===== config.mk =====
export PLATFORM = sky130hd
export DESIGN_NAME = seven_segment_shift_driver
export DESIGN_NICKNAME = d
export VERILOG_FILES = /design/src/rtl/ssd_pkg.sv /design/src/rtl/ssd_mem.sv /design/src/rtl/ssd_seq.sv /design/src/rtl/seven_segment_shift_driver.sv
export SDC_FILE = /design/constraint.sdc
export NUM_CORES = 1
export LEC_CHECK = 0
export ABC_AREA = 1
export BUFFER_PORTS_ARGS = -buffer_cell sky130_fd_sc_hd__buf_4
export CORE_MARGIN = 2
export CORE_UTILIZATION = 46
export DETAILED_ROUTE_END_ITERATION = 12
export PLACE_DENSITY = 0.73
export SLEW_MARGIN = 30
export SYNTH_ARGS = -nofsm -noshare
export SYNTH_HDL_FRONTEND = slang
export SYNTH_SLANG_ARGS = --single-unit

===== constraint.sdc =====
create_clock -name clk -period 3.7 [get_ports clk]
set_clock_uncertainty 0.05 [all_clocks]
set_input_delay 0.185 -clock clk [delete_from_list [all_inputs] [get_ports clk]]
set_output_delay 0.185 -clock clk [all_outputs]
set_load 0.02 [all_outputs]

===== src/rtl/ssd_pkg.sv =====
package ssd_pkg;

  localparam int POS_W  = 3;
  localparam int CODE_W = 8;
  localparam int FONT_SIZE = 21;
  localparam logic [7:0] DOT_BIT = 8'h02;

  typedef enum logic [1:0] {
    EV_ACCEPT = 2'd0,
    EV_REJECT = 2'd1,
    EV_BIT    = 2'd2,
    EV_STROBE = 2'd3
  } event_kind_t;

  typedef enum logic [0:0] {
    OP_WRITE   = 1'b0,
    OP_REFRESH = 1'b1
  } opcode_t;

  typedef enum logic [1:0] {
    S_IDLE   = 2'd0,
    S_LOAD   = 2'd1,
    S_SHIFT  = 2'd2,
    S_STROBE = 2'd3
  } seq_state_t;

  typedef struct packed {
    logic              we;
    logic              re;
    logic [POS_W-1:0]  addr;
    logic [CODE_W-1:0] code;
    logic              dot;
  } mem_req_t;

  typedef struct packed {
    logic [CODE_W-1:0] code;
    logic              dot;
  } mem_data_t;

  typedef struct packed {
    event_kind_t kind;
    logic        serial_bit;
    logic        last;
  } result_t;

  function automatic logic [7:0] glyph(input logic [CODE_W-1:0] code, input logic dot);
    logic [7:0] v;
    case (code)
      8'd0:    v = 8'h7D;
      8'd1:    v = 8'h0C;
      8'd2:    v = 8'hB5;
      8'd3:    v = 8'h9D;
      8'd4:    v = 8'hCC;
      8'd5:    v = 8'hD9;
      8'd6:    v = 8'hF9;
      8'd7:    v = 8'h0D;
      8'd8:    v = 8'hFD;
      8'd9:    v = 8'hDD;
      8'd10:   v = 8'h02;
      8'd11:   v = 8'h00;
      8'd12:   v = 8'hED;
      8'd13:   v = 8'hF8;
      8'd14:   v = 8'h71;
      8'd15:   v = 8'hBC;
      8'd16:   v = 8'hF1;
      8'd17:   v = 8'hE1;
      8'd18:   v = 8'hA0;
      8'd19:   v = 8'h80;
      8'd20:   v = 8'hC5;
      default: v = 8'h00; // beyond the font: blank
    endcase
    if (dot) v = v | DOT_BIT;
    return v;
  endfunction

endpackage


===== src/rtl/ssd_mem.sv =====
module ssd_mem import ssd_pkg::*; #(
  parameter int DIGITS = 4
) (
  input  logic      clk,
  input  logic      rst_n,
  input  mem_req_t  req,
  output mem_data_t rdata
);

  localparam int AW = (DIGITS > 1) ? $clog2(DIGITS) : 1;

  mem_data_t         mem [DIGITS];
  logic [DIGITS-1:0] valid_r;
  mem_data_t         rdata_r;
  logic [AW-1:0]     idx;

  assign idx = req.addr[AW-1:0];

  always_ff @(posedge clk) begin
    if (req.we) begin
      mem[idx] <= '{code: req.code, dot: req.dot};
    end
  end

  // entries never written read as the cleared value
  always_ff @(posedge clk) begin
    if (!rst_n) begin
      valid_r <= '0;
    end else if (req.we) begin
      valid_r[idx] <= 1'b1;
    end
  end

  always_ff @(posedge clk) begin
    if (req.re) begin
      rdata_r <= valid_r[idx] ? mem[idx] : '0;
    end
  end

  assign rdata = rdata_r;

endmodule


===== src/rtl/ssd_seq.sv =====
module ssd_seq import ssd_pkg::*; #(
  parameter int DIGITS = 4
) (
  input  logic              clk,
  input  logic              rst_n,
  input  logic              in_valid,
  output logic              in_ready,
  input  logic              opcode,
  input  logic [POS_W-1:0]  position,
  input  logic [CODE_W-1:0] symbol_code,
  input  logic              dot_on,
  output mem_req_t          mem_req,
  input  mem_data_t         mem_rdata,
  output logic              res_valid,
  input  logic              res_ready,
  output result_t           res
);

  localparam int AW = (DIGITS > 1) ? $clog2(DIGITS) : 1;

  seq_state_t    state_r, state_nxt;
  logic [AW-1:0] digit_r, digit_nxt;
  logic [2:0]    bit_r, bit_nxt;
  logic [7:0]    glyph_r, glyph_nxt;
  logic          in_fire;
  logic          pos_ok;

  assign pos_ok  = position < POS_W'(DIGITS);
  assign in_fire = in_valid && in_ready;

  always_ff @(posedge clk) begin
    if (!rst_n) begin
      state_r <= S_IDLE;
      digit_r <= '0;
      bit_r   <= '0;
    end else begin
      state_r <= state_nxt;
      digit_r <= digit_nxt;
      bit_r   <= bit_nxt;
    end
  end

  always_ff @(posedge clk) begin
    glyph_r <= glyph_nxt;
  end

  always_comb begin
    state_nxt = state_r;
    digit_nxt = digit_r;
    bit_nxt   = bit_r;
    glyph_nxt = glyph_r;
    in_ready  = 1'b0;
    res_valid = 1'b0;
    res       = '{kind: EV_ACCEPT, serial_bit: 1'b0, last: 1'b0};
    mem_req   = '{we: 1'b0, re: 1'b0, addr: position, code: symbol_code, dot: dot_on};

    unique case (state_r)
      S_IDLE: begin
        in_ready = res_ready;
        if (in_valid && opcode == OP_WRITE) begin
          res_valid = 1'b1;
          res.kind  = pos_ok ? EV_ACCEPT : EV_REJECT;
          res.last  = 1'b1;
        end
        if (in_fire) begin
          if (opcode == OP_WRITE) begin
            mem_req.we = pos_ok;
          end else begin
            mem_req.re   = 1'b1;
            mem_req.addr = POS_W'(DIGITS - 1);
            digit_nxt    = AW'(DIGITS - 1);
            state_nxt    = S_LOAD;
          end
        end
      end
      S_LOAD: begin
        // take this digit, prefetch the next one while it shifts
        glyph_nxt = glyph(mem_rdata.code, mem_rdata.dot);
        bit_nxt   = 3'd7;
        if (digit_r != '0) begin
          mem_req.re   = 1'b1;
          mem_req.addr = POS_W'(digit_r - AW'(1));
        end
        state_nxt = S_SHIFT;
      end
      S_SHIFT: begin
        res_valid      = 1'b1;
        res.kind       = EV_BIT;
        res.serial_bit = ~glyph_r[bit_r];
        if (res_ready) begin
          if (bit_r != 3'd0) begin
            bit_nxt = bit_r - 3'd1;
          end else if (digit_r == '0) begin
            state_nxt = S_STROBE;
          end else begin
            glyph_nxt = glyph(mem_rdata.code, mem_rdata.dot);
            bit_nxt   = 3'd7;
            digit_nxt = digit_r - AW'(1);
            if (digit_r != AW'(1)) begin
              mem_req.re   = 1'b1;
              mem_req.addr = POS_W'(digit_r - AW'(2));
            end
          end
        end
      end
      S_STROBE: begin
        res_valid = 1'b1;
        res.kind  = EV_STROBE;
        res.last  = 1'b1;
        if (res_ready) state_nxt = S_IDLE;
      end
      default: state_nxt = S_IDLE;
    endcase
  end

endmodule


===== src/rtl/seven_segment_shift_driver.sv =====
// Seven-segment shift-register display driver.
// Input channel (in_valid/in_ready): opcode 0 writes symbol_code and dot_on
// to digit position; opcode 1 refreshes the whole display.
// Result channel (out_valid/out_ready): a write gives one transfer, accept
// or reject (position at or beyond DIGITS), with out_last set. A refresh
// gives 8*DIGITS bit transfers, highest digit first, MSB first, each bit
// inverted, then one latch strobe with out_last set.
// Timing: a write's result is registered and shows in the cycle after
// its transfer. A refresh runs from its transfer through a read of the
// first digit from the digit memory, then the bits of each digit, then
// the strobe, after which the next item can be accepted. The next digit is
// fetched from memory while the current one shifts, so the memory read
// port adds no gaps between digits.
// Reset clears the digit store to code 0 with dots off (valid bit per
// entry) and empties the output register; no clearing pass is needed.
// A stall on out_ready holds the sequencer on the current bit; the output
// register keeps the pending transfer, and in_ready drops while a refresh
// is in progress.
module seven_segment_shift_driver import ssd_pkg::*; #(
  parameter int DIGITS = 4
) (
  input  logic              clk,
  input  logic              rst_n,
  input  logic              in_valid,
  output logic              in_ready,
  input  logic              in_opcode,
  input  logic [POS_W-1:0]  in_position,
  input  logic [CODE_W-1:0] in_symbol_code,
  input  logic              in_dot_on,
  output logic              out_valid,
  input  logic              out_ready,
  output logic [1:0]        out_event_kind,
  output logic              out_serial_bit,
  output logic              out_last
);

  mem_req_t  mem_req;
  mem_data_t mem_rdata;
  logic      res_valid, res_ready;
  result_t   res;
  logic      out_valid_r;
  result_t   out_res_r;

  ssd_mem #(.DIGITS(DIGITS)) u_mem (
    .clk   (clk),
    .rst_n (rst_n),
    .req   (mem_req),
    .rdata (mem_rdata)
  );

  ssd_seq #(.DIGITS(DIGITS)) u_seq (
    .clk         (clk),
    .rst_n       (rst_n),
    .in_valid    (in_valid),
    .in_ready    (in_ready),
    .opcode      (in_opcode),
    .position    (in_position),
    .symbol_code (in_symbol_code),
    .dot_on      (in_dot_on),
    .mem_req     (mem_req),
    .mem_rdata   (mem_rdata),
    .res_valid   (res_valid),
    .res_ready   (res_ready),
    .res         (res)
  );

  assign res_ready = !out_valid_r || out_ready;

  always_ff @(posedge clk) begin
    if (!rst_n) begin
      out_valid_r <= 1'b0;
    end else if (res_ready) begin
      out_valid_r <= res_valid;
    end
  end

  always_ff @(posedge clk) begin
    if (res_ready && res_valid) out_res_r <= res;
  end

  assign out_valid      = out_valid_r;
  assign out_event_kind = out_res_r.kind;
  assign out_serial_bit = out_res_r.serial_bit;
  assign out_last       = out_res_r.last;

  a_mem_rw_excl: assert property (@(posedge clk) disable iff (!rst_n)
    !(mem_req.we && mem_req.re))
    else $error("digit memory written and read in the same cycle");

  a_reject_no_write: assert property (@(posedge clk) disable iff (!rst_n)
    (in_valid && in_ready && in_opcode == OP_WRITE && in_position >= POS_W'(DIGITS))
      |-> !mem_req.we)
    else $error("rejected write reached the digit memory");

  a_bit_not_last: assert property (@(posedge clk) disable iff (!rst_n)
    (out_valid && out_event_kind == EV_BIT) |-> !out_last)
    else $error("bit transfer marked last");

  a_strobe_last: assert property (@(posedge clk) disable iff (!rst_n)
    (out_valid && out_event_kind == EV_STROBE) |-> (out_last && !out_serial_bit))
    else $error("strobe transfer malformed");

endmodule


# Word-level counts from Yosys, hierarchy flattened
# Memory sizes are Yosys's and may differ from the RTL's. A register that Yosys moved wholly into a read port is not among the register bits.
# Cells that the tools add are included.
word_totals:
  regBits: 24
  ram_bits: 36
  romBits: 512
  in_bits: 17
  out_inout_bits: 6
  wordCells: 104
  mem_count: 3
memory_table:
  columns: ["name", "depth", "width", "rd", "rd_ports_with_merged_regs", "write_ports", "line", "text"]
  rows:
  - ["(no name shown)", 32, 8, 1, 0, 0, "ssd_pkg.sv:48", "case (code)"]
  - ["(no name shown)", 32, 8, 1, 0, 0, "ssd_pkg.sv:48", null]
  - ["u_mem.mem", 4, 9, 1, 1, 1, "ssd_mem.sv:12", "mem_data_t mem [DIGITS];"]
op_classes:
  n_addsub: 4
  n_lt_le_gt_ge: 4
  eq_ne: 12
  muxes: 50
  bitwise: 3
  n_reduce_logical: 19
ops:
  columns: ["op", "count"]
  rows:
  - ["two-way mux 8 bit", 5]
  - ["two-way mux 2 bit", 14]
  - ["two-way mux 4 bit", 6]
  - ["case mux 8 bit (2 select lines)", 1]
  - ["case mux 4 bit (3 select lines)", 1]
  - ["AND reduction 6 bit", 2]
  - ["two-way mux 1 bit", 10]
  - ["inequality test 2 bit (second input constant)", 5]
  - ["two-way mux 3 bit", 3]
  - ["case mux 2 bit (4 select lines)", 1]
  - ["inequality test 2 x 1 -> 1 bit (second input constant)", 3]
  - ["case mux 2 bit (3 select lines)", 1]
  - ["case mux 3 bit (2 select lines)", 1]
  - ["nonzero test 2 bit", 3]
  - ["two-way mux 5 bit", 1]
  - ["== test 2 bit (second input constant)", 2]
  - ["logical AND 1 bit", 4]
  - ["zero test 2 bit", 2]
  - ["< comparator 3 x 4 -> 1 bit (second input constant)", 1]
  - ["bitwise OR 4 bit", 1]
  - ["case mux 1 bit (2 select lines)", 2]
  - ["case mux 2 bit (2 select lines)", 1]
  - ["AND reduction 4 bit", 1]
  - ["binary-select mux 1 bit (select 3 bit)", 1]
  - ["18 further kinds", 20]

# Logic depth before layout (Yosys ltp)
# Gate-level depths: netlist (run 1).
logic_depth:
  ltp_word: 11
  mapped_depth: 16
  depth_no_buf: 15

# Cells and area by module
# From an unflattened synthesis (run 1), not the netlist that was laid out.
unflattened:
  hier_cells: 413
  area_unflattened_um2: 3742.3
modules_own_cells:
  columns: ["mod", "n_inst", "cells_per_inst", "area_per_inst_um2", "seq_area_each_um2"]
  rows:
  - ["ssd_mem", 1, 156, 1971.9, 1431.4]
  - ["ssd_seq", 1, 246, 1599.0, 380.4]
  - ["seven_segment_shift_driver", 1, 11, 171.4, 140.1]

# Worst setup path after synthesis (run 1)
# No wires, ideal clock.
synth_path:
  path_type: "register -> register"
  start: "register u_seq.bit_r[0]"
  end: "memory u_mem.mem[3][0] (netlist name) (enable)"
  setup_time_ns: 0.329
  arrival_ns: 1.680
  required_ns: 3.321
  slack_ns: 1.641
  path_stages_with_launch: 14
  n_path_buf: 1
  synth_period_minus_slack_ns: 2.059
  path_cell_list: "dfxtp_1 inv_1 ha_1 inv_1 nor2_4 nand3_1 nand2_1 nand3_2 nand3_4 nand2_4 buf_6 nor2_2 nand2_1 inv_1"
synth_between:
  elab_chain_cells: 4
synth_lines:
  columns: ["element", "line", "text"]
  rows:
  - ["start, declared", "ssd_seq.sv:23", "logic [2:0] bit_r, bit_nxt;"]
  - ["start signal, assigned", "ssd_seq.sv:39", "bit_r <= bit_nxt;"]
  - ["nonzero test 3 bit", "ssd_seq.sv:91", "if (bit_r != 3'd0) begin"]
  - ["two-way mux 4 bit", "ssd_seq.sv:91", null]
  - ["two-way mux 4 bit", "ssd_seq.sv:90", "if (res_ready) begin"]
  - ["case mux 4 bit (3 select lines)", "ssd_seq.sv:57", "unique case (state_r)"]
  - ["end, declared", "ssd_mem.sv:12", null]
# Every way passes these cells.

# Final worst setup path (run 1)
layout_path:
  start: "register u_seq.bit_r[0]"
  end: "memory u_mem.mem[3][7] (netlist name) (enable)"
# Same word-level chain as after synthesis.

==> flow_summary.json, run 1 <==
{
  "vias": 2600,
  "yosys-top-cells-area": "edfxtp_1 (48%), nand2_1 (12%), dfxtp_1 (6.7%), inv_1 (5.7%), ha_1 (4.9%)",
  "worst_setup_path_start_kind": "flip-flop",
  "p_clk_share_pct": 17.9,
  "final_nets": 446,
  "hold_path_depth": 3,
  "start_util_pct": 46.9,
  "met3_wirelength_microns": 359,
  "worst_pin_slew_ns": 0.675,
  "worstHoldPathType": "in -> reg",
  "worstReg2RegEnd": "u_mem.mem[3][7]$_DFFE_PP_",
  "multi_input_area_sq_um": 1320,
  "cts_tree": "done",
  "relSlewSlack_pct": 54.9,
  "core_sq_um": 7610,
  "antenna_cells": 0,
  "p_sw_mw": 1.32,
  "die_height_microns": 92.1,
  "viasPerCell": 4.98,
  "dr.pass1.iters": 5,
  "fin_hold_ws_ns": 0.0631,
  "r2r_setup_slack_ns": 1.22,
  "power.density_nw_per_um2": 751,
  "syn_inst": 382,
  "num_io_pins": 23,
  "p_leak_nw": 1.81,
  "met1_length_microns": 2990,
  "min_period_ns": 2.48,
  "wl_met2_microns": 3610,
  "rsz0062_at_grt": "no",
  "drcViolationCount": 0,
  "pre_cts_ws_ns": 1.22,
  "syn_area_sq_um": 3570,
  "timing.rr.start": "u_seq.bit_r[0]$_SDFFE_PN0P_",
  "drive_gt1_share_pct": 14.3,
  "outcome": "completed",
  "grt_pass1_vias": 2594,
  "hpwl_microns": 5180,
  "cts_made_buffers": 9,
  "cts_resized": 0,
  "die_width_microns": 92.1,
  "syn_to_final_growth_pct": 13.6,
  "ys_types": 36,
  "clock_path_buffers": 2,
  "arrival_ns": 2.46,
  "synth_commonest_cells": "nand2_1 (110), edfxtp_1 (57), inv_1 (54), nand3_1 (26), a21oi_1 (20)",
  "cts_root_buf": "clkbuf_8",
  "path_class": "reg -> reg",
  "synth_top_area_share_pct": 48.0,
  "dpl_cell_area_sq_um": 3790,
  "wl_microns": 7140,
  "seqPwrFrac_pct": 36.9,
  "htree_num_levels": 3,
  "setup_ws_ns": 1.22,
  "ys_seq_area_share_pct": 54.7,
  "synth.most_common_cell": "nand2_1",
  "syn-num-nets": 413,
  "overflow": 0,
  "regArea_sq_um": 1950,
  "clk_latency_ns": 0.36,
  "end_kind": "flip-flop",
  "grt_antenna_before_repair": 0,
  "first_iter_violations": 115,
  "yosys.area.top_type": "edfxtp_1",
  "grt_max_degree": 25,
  "final_cell_area_sq_um": 4050,
  "slew_violations": 0,
  "reg2reg_depth": 12,
  "p_comb_share_pct": 45.3,
  "place_congestion": 0.879,
  "cts_sinks": 69,
  "fill_cells": 690,
  "setup_viol": 0,
  "fp.dieArea_sq_um": 8480,
  "p_sw_share_pct": 43.3,
  "crit_fanout": 24,
  "rows": 32,
  "min_from": "rst_n",
  "hold_viol": 0,
  "timing.fmax_ghz": 0.404,
  "post_drt_wl_per_cell_microns": 13.7,
  "finalCritPeriodShare_pct": 66.9,
  "grt_pass1_wl_microns": 11800,
  "synth_ff_type": "edfxtp_1",
  "intPower_mw": 1.72,
  "routed.top_layer": "met4",
  "clk_pin_slew_ns": 0.08,
  "ys_warn_count": 0,
  "synth_edf_count": 57,
  "ys_async_sr_fraction_pct": 0,
  "detail-route-antenna-nets": 0,
  "peakVddDrop_mv": 0.375,
  "grt.total_usage_pct": 18.4,
  "avgSynthCellArea_sq_um": 9.34,
  "cp.required_ns": 3.68,
  "final.setup.tns_ns": 0,
  "min_to": "u_seq.digit_r[0]$_SDFFE_PN0P_",
  "maxCapViolations": 0,
  "ys_seq_elements": 69,
  "port_buffers": 22
}
-- placed cells by master, fill, tap and decap left out, types with 2 or more instances in the layout --
cell type and n:
nand2_1 110, edfxtp_1 57, inv_1 54, nand3_1 26
buf_4 23, a21oi_1 20, o21ai_0 17, ha_1 14
nor2_1 13, dfxtp_1 12, clkbuf_8 9, dlygate4sd3_1 9
nor3_1 6, nand3_2 6, nand2_4 4, o31ai_1 4
a31oi_1 4, inv_2 3, o22ai_1 3, o21ai_1 3
clkinvlp_4 3, a21oi_2 2, clkinv_4 2
-- per-layer routing --
| layer | track usage [%] | vias to the layer above |
|---|---|---|
| met3 | 5.51 | 19 |
| met1 | 20.4 | 1172 |
| met2 | 33.0 | 68 |
| met4 | 7.34 | 0 |
| li1 | - | 1341 |
| met5 | 0 | - |
-- sequential cells by signal, summed over array words and instances (netlist names) --
name / cells
out_valid: 1
u_mem.valid_r: 4
out_serial_bit: 1
u_seq.state_r: 2
out_event_kind: 2
u_mem.rdata: 9
u_seq.bit_r: 3
u_seq.glyph_r: 8
u_seq.digit_r: 2
u_mem.mem: 36
out_last: 1
-- logic make-up (layout without fill, tap and decap cells) --
logic type / after synthesis / after routing / share of synthesized area, %
and+or+nand+nor: 173 / 173 / 22.4
DFF: 69 / 69 / 54.7
buffers and inverters: 67 / 105 / 8.28
AOI/OAI and AO/OA: 59 / 59 / 9.68
adders and majority gates: 14 / 14 / 4.91
-- how the worst max path moves through the flow --
stage                                      startpoint                   endpoint  slack [ns]
after floorplan           u_seq.bit_r[0]$_SDFFE_PN0P_  u_mem.mem[3][0]$_DFFE_PP_        1.64
after global placement    u_seq.bit_r[0]$_SDFFE_PN0P_  u_mem.mem[3][0]$_DFFE_PP_        1.31
after detailed placement  u_seq.bit_r[0]$_SDFFE_PN0P_  u_mem.mem[3][0]$_DFFE_PP_        1.22
after CTS                 u_seq.bit_r[0]$_SDFFE_PN0P_  u_mem.mem[3][7]$_DFFE_PP_        1.22
after global routing      u_seq.bit_r[0]$_SDFFE_PN0P_  u_mem.mem[0][8]$_DFFE_PP_        1.01
final                     u_seq.bit_r[0]$_SDFFE_PN0P_  u_mem.mem[3][7]$_DFFE_PP_        1.22
-- cell type report --
| class | instances | share of cell area (%) |
|---|---|---|
| Clock buffer | 10 | 3.15 |
| Sequential cell | 69 | 48.2 |
| Tap cell | 102 | 3.15 |
| Clock inverter | 6 | 1.20 |
| Inverter | 57 | 5.28 |
| Timing Repair Buffer | 32 | 6.48 |
| Multi-Input combinational cell | 246 | 32.6 |
-- repair_timing --
action / in CTS / in global routing
hold endpoints to repair: 30 / 2
hold buffers: 8 / 1
buffers inserted: 0 / 0
-- power by group through the flow --
stage	clock (mW)	sequential [mW]	combinational (mW)
6_report	0.544	1.12	1.38
5_1_grt	0.591	1.14	1.57
4_1_cts	0.557	1.12	1.36
3_5_place_dp	0	1.14	1.35
3_3_place_gp	0	1.14	1.33
2_1_floorplan	0	1.14	1.12
-- worst max-delay path, cell delays in order (launching register included) --
cell and delay, ns:
dfxtp_1 0.36, inv_1 0.17, ha_1 0.17, inv_1 0.06
nor2_4 0.14, nand3_1 0.09, nand2_1 0.08, nand3_2 0.08
nand3_4 0.20, nand2_4 0.21, nor2_2 0.16, nand2_1 0.08
inv_1 0.30
-- per-stage QoR --
stage          std cells  power (mW)  utilization, %
2_1_floorplan        382        2.26               -
3_3_place_gp         497        2.47            49.8
3_5_place_dp         497        2.49            49.8
4_1_cts              521        3.04            53.1
5_1_grt              522        3.30            53.3
6_report             522        3.04            53.3
(Power assumes the default switching activity.)
==> run 2, diff against run 1 <==
clock period = 2.5 ns   (was 3.7 ns; I/O delays follow)
==> run 2 against run 1 <==
Compared with the run above:
- combinational power is 52% higher
- core utilization rose by 1.3 points
- global-route usage decreased by 1.3 points
- flip-flop and latch count is the same
- power rose by 56%
- critical path depth fell by 3
- final cell count grew 1.1%
- via count grew 1.1%
- critical endpoint is now u_mem.mem[1][1]$_DFFE_PP_
- largest power group unchanged
==> flow_summary.json, run 2 (synthesis results as in run 1) <==
{
  "regArea_sq_um": 1950,
  "port_buffers": 22,
  "final.setup.tns_ns": 0,
  "die_height_microns": 92.1,
  "clk_latency_ns": 0.35,
  "clock_path_buffers": 2,
  "path_class": "reg -> reg",
  "setup_viol": 0,
  "final_common_cell": "nand2_1",
  "relSlewSlack_pct": 69.3,
  "hpwl_microns": 4720,
  "cts_root_buf": "clkbuf_8",
  "dr.pass1.iters": 4,
  "cts_made_buffers": 9,
  "grt_antenna_before_repair": 0,
  "min_period_ns": 2.31,
  "core_sq_um": 7610,
  "slew_violations": 0,
  "htree_num_levels": 3,
  "timing.fmax_ghz": 0.434,
  "syn_to_final_growth_pct": 16.4,
  "overflow": 0,
  "arrival_ns": 2.26,
  "maxCapViolations": 0,
  "final_nets": 452,
  "drcViolationCount": 0,
  "die_width_microns": 92.1,
  "worst_pin_slew_ns": 0.457,
  "largest_reg_flops": 36,
  "grt.total_usage_pct": 17.1,
  "clk_pin_slew_ns": 0.08,
  "fill_cells": 680,
  "cts_tree": "done",
  "drive_gt1_share_pct": 16.0,
  "rows": 32,
  "cts_sinks": 69,
  "detail-route-antenna-nets": 0,
  "antenna_cells": 0,
  "fp.dieArea_sq_um": 8480,
  "peakVddDrop_mv": 0.733,
  "worstHoldPathType": "in -> reg",
  "finalCritPeriodShare_pct": 92.3,
  "first_iter_violations": 147,
  "crit_fanout": 14,
  "num_io_pins": 23,
  "post_cts_buffers": 0,
  "power_mw": 4.76,
  "rsz0062_at_grt": "no",
  "viasPerCell": 4.98,
  "grt_pass1_wl_microns": 11500,
  "wl_microns": 6610,
  "vias": 2628,
  "post_drt_wl_per_cell_microns": 12.5,
  "multi_input_area_sq_um": 1320,
  "grt_pass1_vias": 2644,
  "place_congestion": 0.839,
  "fin_hold_ws_ns": 0.0728,
  "post-route-util_pct": 54.6,
  "cp.required_ns": 2.45,
  "hold_viol": 0,
  "regMostFlops": "u_mem.mem",
  "final_cell_mix": "nand2_1 (110), edfxtp_1 (57), inv_1 (52)",
  "start_util_pct": 46.9,
  "worst_setup_path_start_kind": "flip-flop",
  "end_kind": "flip-flop",
  "p_leak_nw": 1.85,
  "grt_max_degree": 21,
  "outcome": "completed",
  "power.density_nw_per_um2": 1150
}
-- run 2: cell count changes in the layout (fill, tap and decap cells not counted), sizes merged --
cell,previous run,this run
buf,23,28
clkbuf,10,9
clkinvlp,3,4
dlygate4sd3,9,10
bufinv,0,2
clkinv,2,1
inv,58,57
-- run 2: area by class of cell --
type | count | share of cell area [%]
timing repair buffer | 38 | 7.47
inverter | 57 | 5.33
multi-input combinational | 246 | 31.8
sequential | 69 | 47.0
clock buffer | 9 | 2.98
clock inverter | 7 | 2.35
tap | 102 | 3.07
-- run 2: layer usage --
layer	up-vias	GRT usage [%]	part of all wire (%)
li1	1351	-	-
met1	1195	19.4	42
met5	-	0	0
met3	11	4.93	5.2
met2	71	30.5	51
met4	0	6.09	1.6
-- run 2: worst max-delay path, stage by stage (launching register included) --
cell,delay (ns)
dfxtp_1,0.40
inv_1,0.08
ha_1,0.29
nor2_1,0.16
nand3_2,0.11
o211ai_2,0.16
nand3_2,0.10
nand2_4,0.16
nand3_1,0.12
inv_1,0.33
-- run 2: what timing repair did --
item,CTS,global route
resized for setup,0,2
setup endpoints to repair,0,18
endpoints found under the hold margin,38,0
hold buffers,10,0
-- run 2: path summary, 6_finish.rpt --
path	from	end	slack [ns]	cells after the start
min	out_ready	out_valid$_SDFFE_PN0N_	0.07	4
min reg2reg	u_mem.valid_r[2]$_SDFFE_PN0P_	u_mem.valid_r[2]$_SDFFE_PN0P_	0.42	2
max reg2reg	u_seq.digit_r[0]$_SDFFE_PN0P_	u_mem.mem[1][1]$_DFFE_PP_	0.19	9
max	u_seq.digit_r[0]$_SDFFE_PN0P_	u_mem.mem[1][1]$_DFFE_PP_	0.19	9
-- run 2: report_power, final --
| part | switching, mW | internal, mW |
|---|---|---|
| clock | 0.436 | 0.566 |
| combinational | 1.39 | 0.702 |
| sequential | 0.127 | 1.54 |
| total | 1.96 | 2.80 |
-- run 2: stage by stage --
| step | std cells | worst slack, ns | instance area [sq um] |
|---|---|---|---|
| floorplan | 382 | 0.441 | 3570 |
| global placement | 502 | 0.240 | 3820 |
| detailed placement | 502 | 0.164 | 3820 |
| CTS | 528 | 0.139 | 4150 |
| global route | 528 | 0.0113 | 4150 |
| finish | 528 | 0.193 | 4150 |
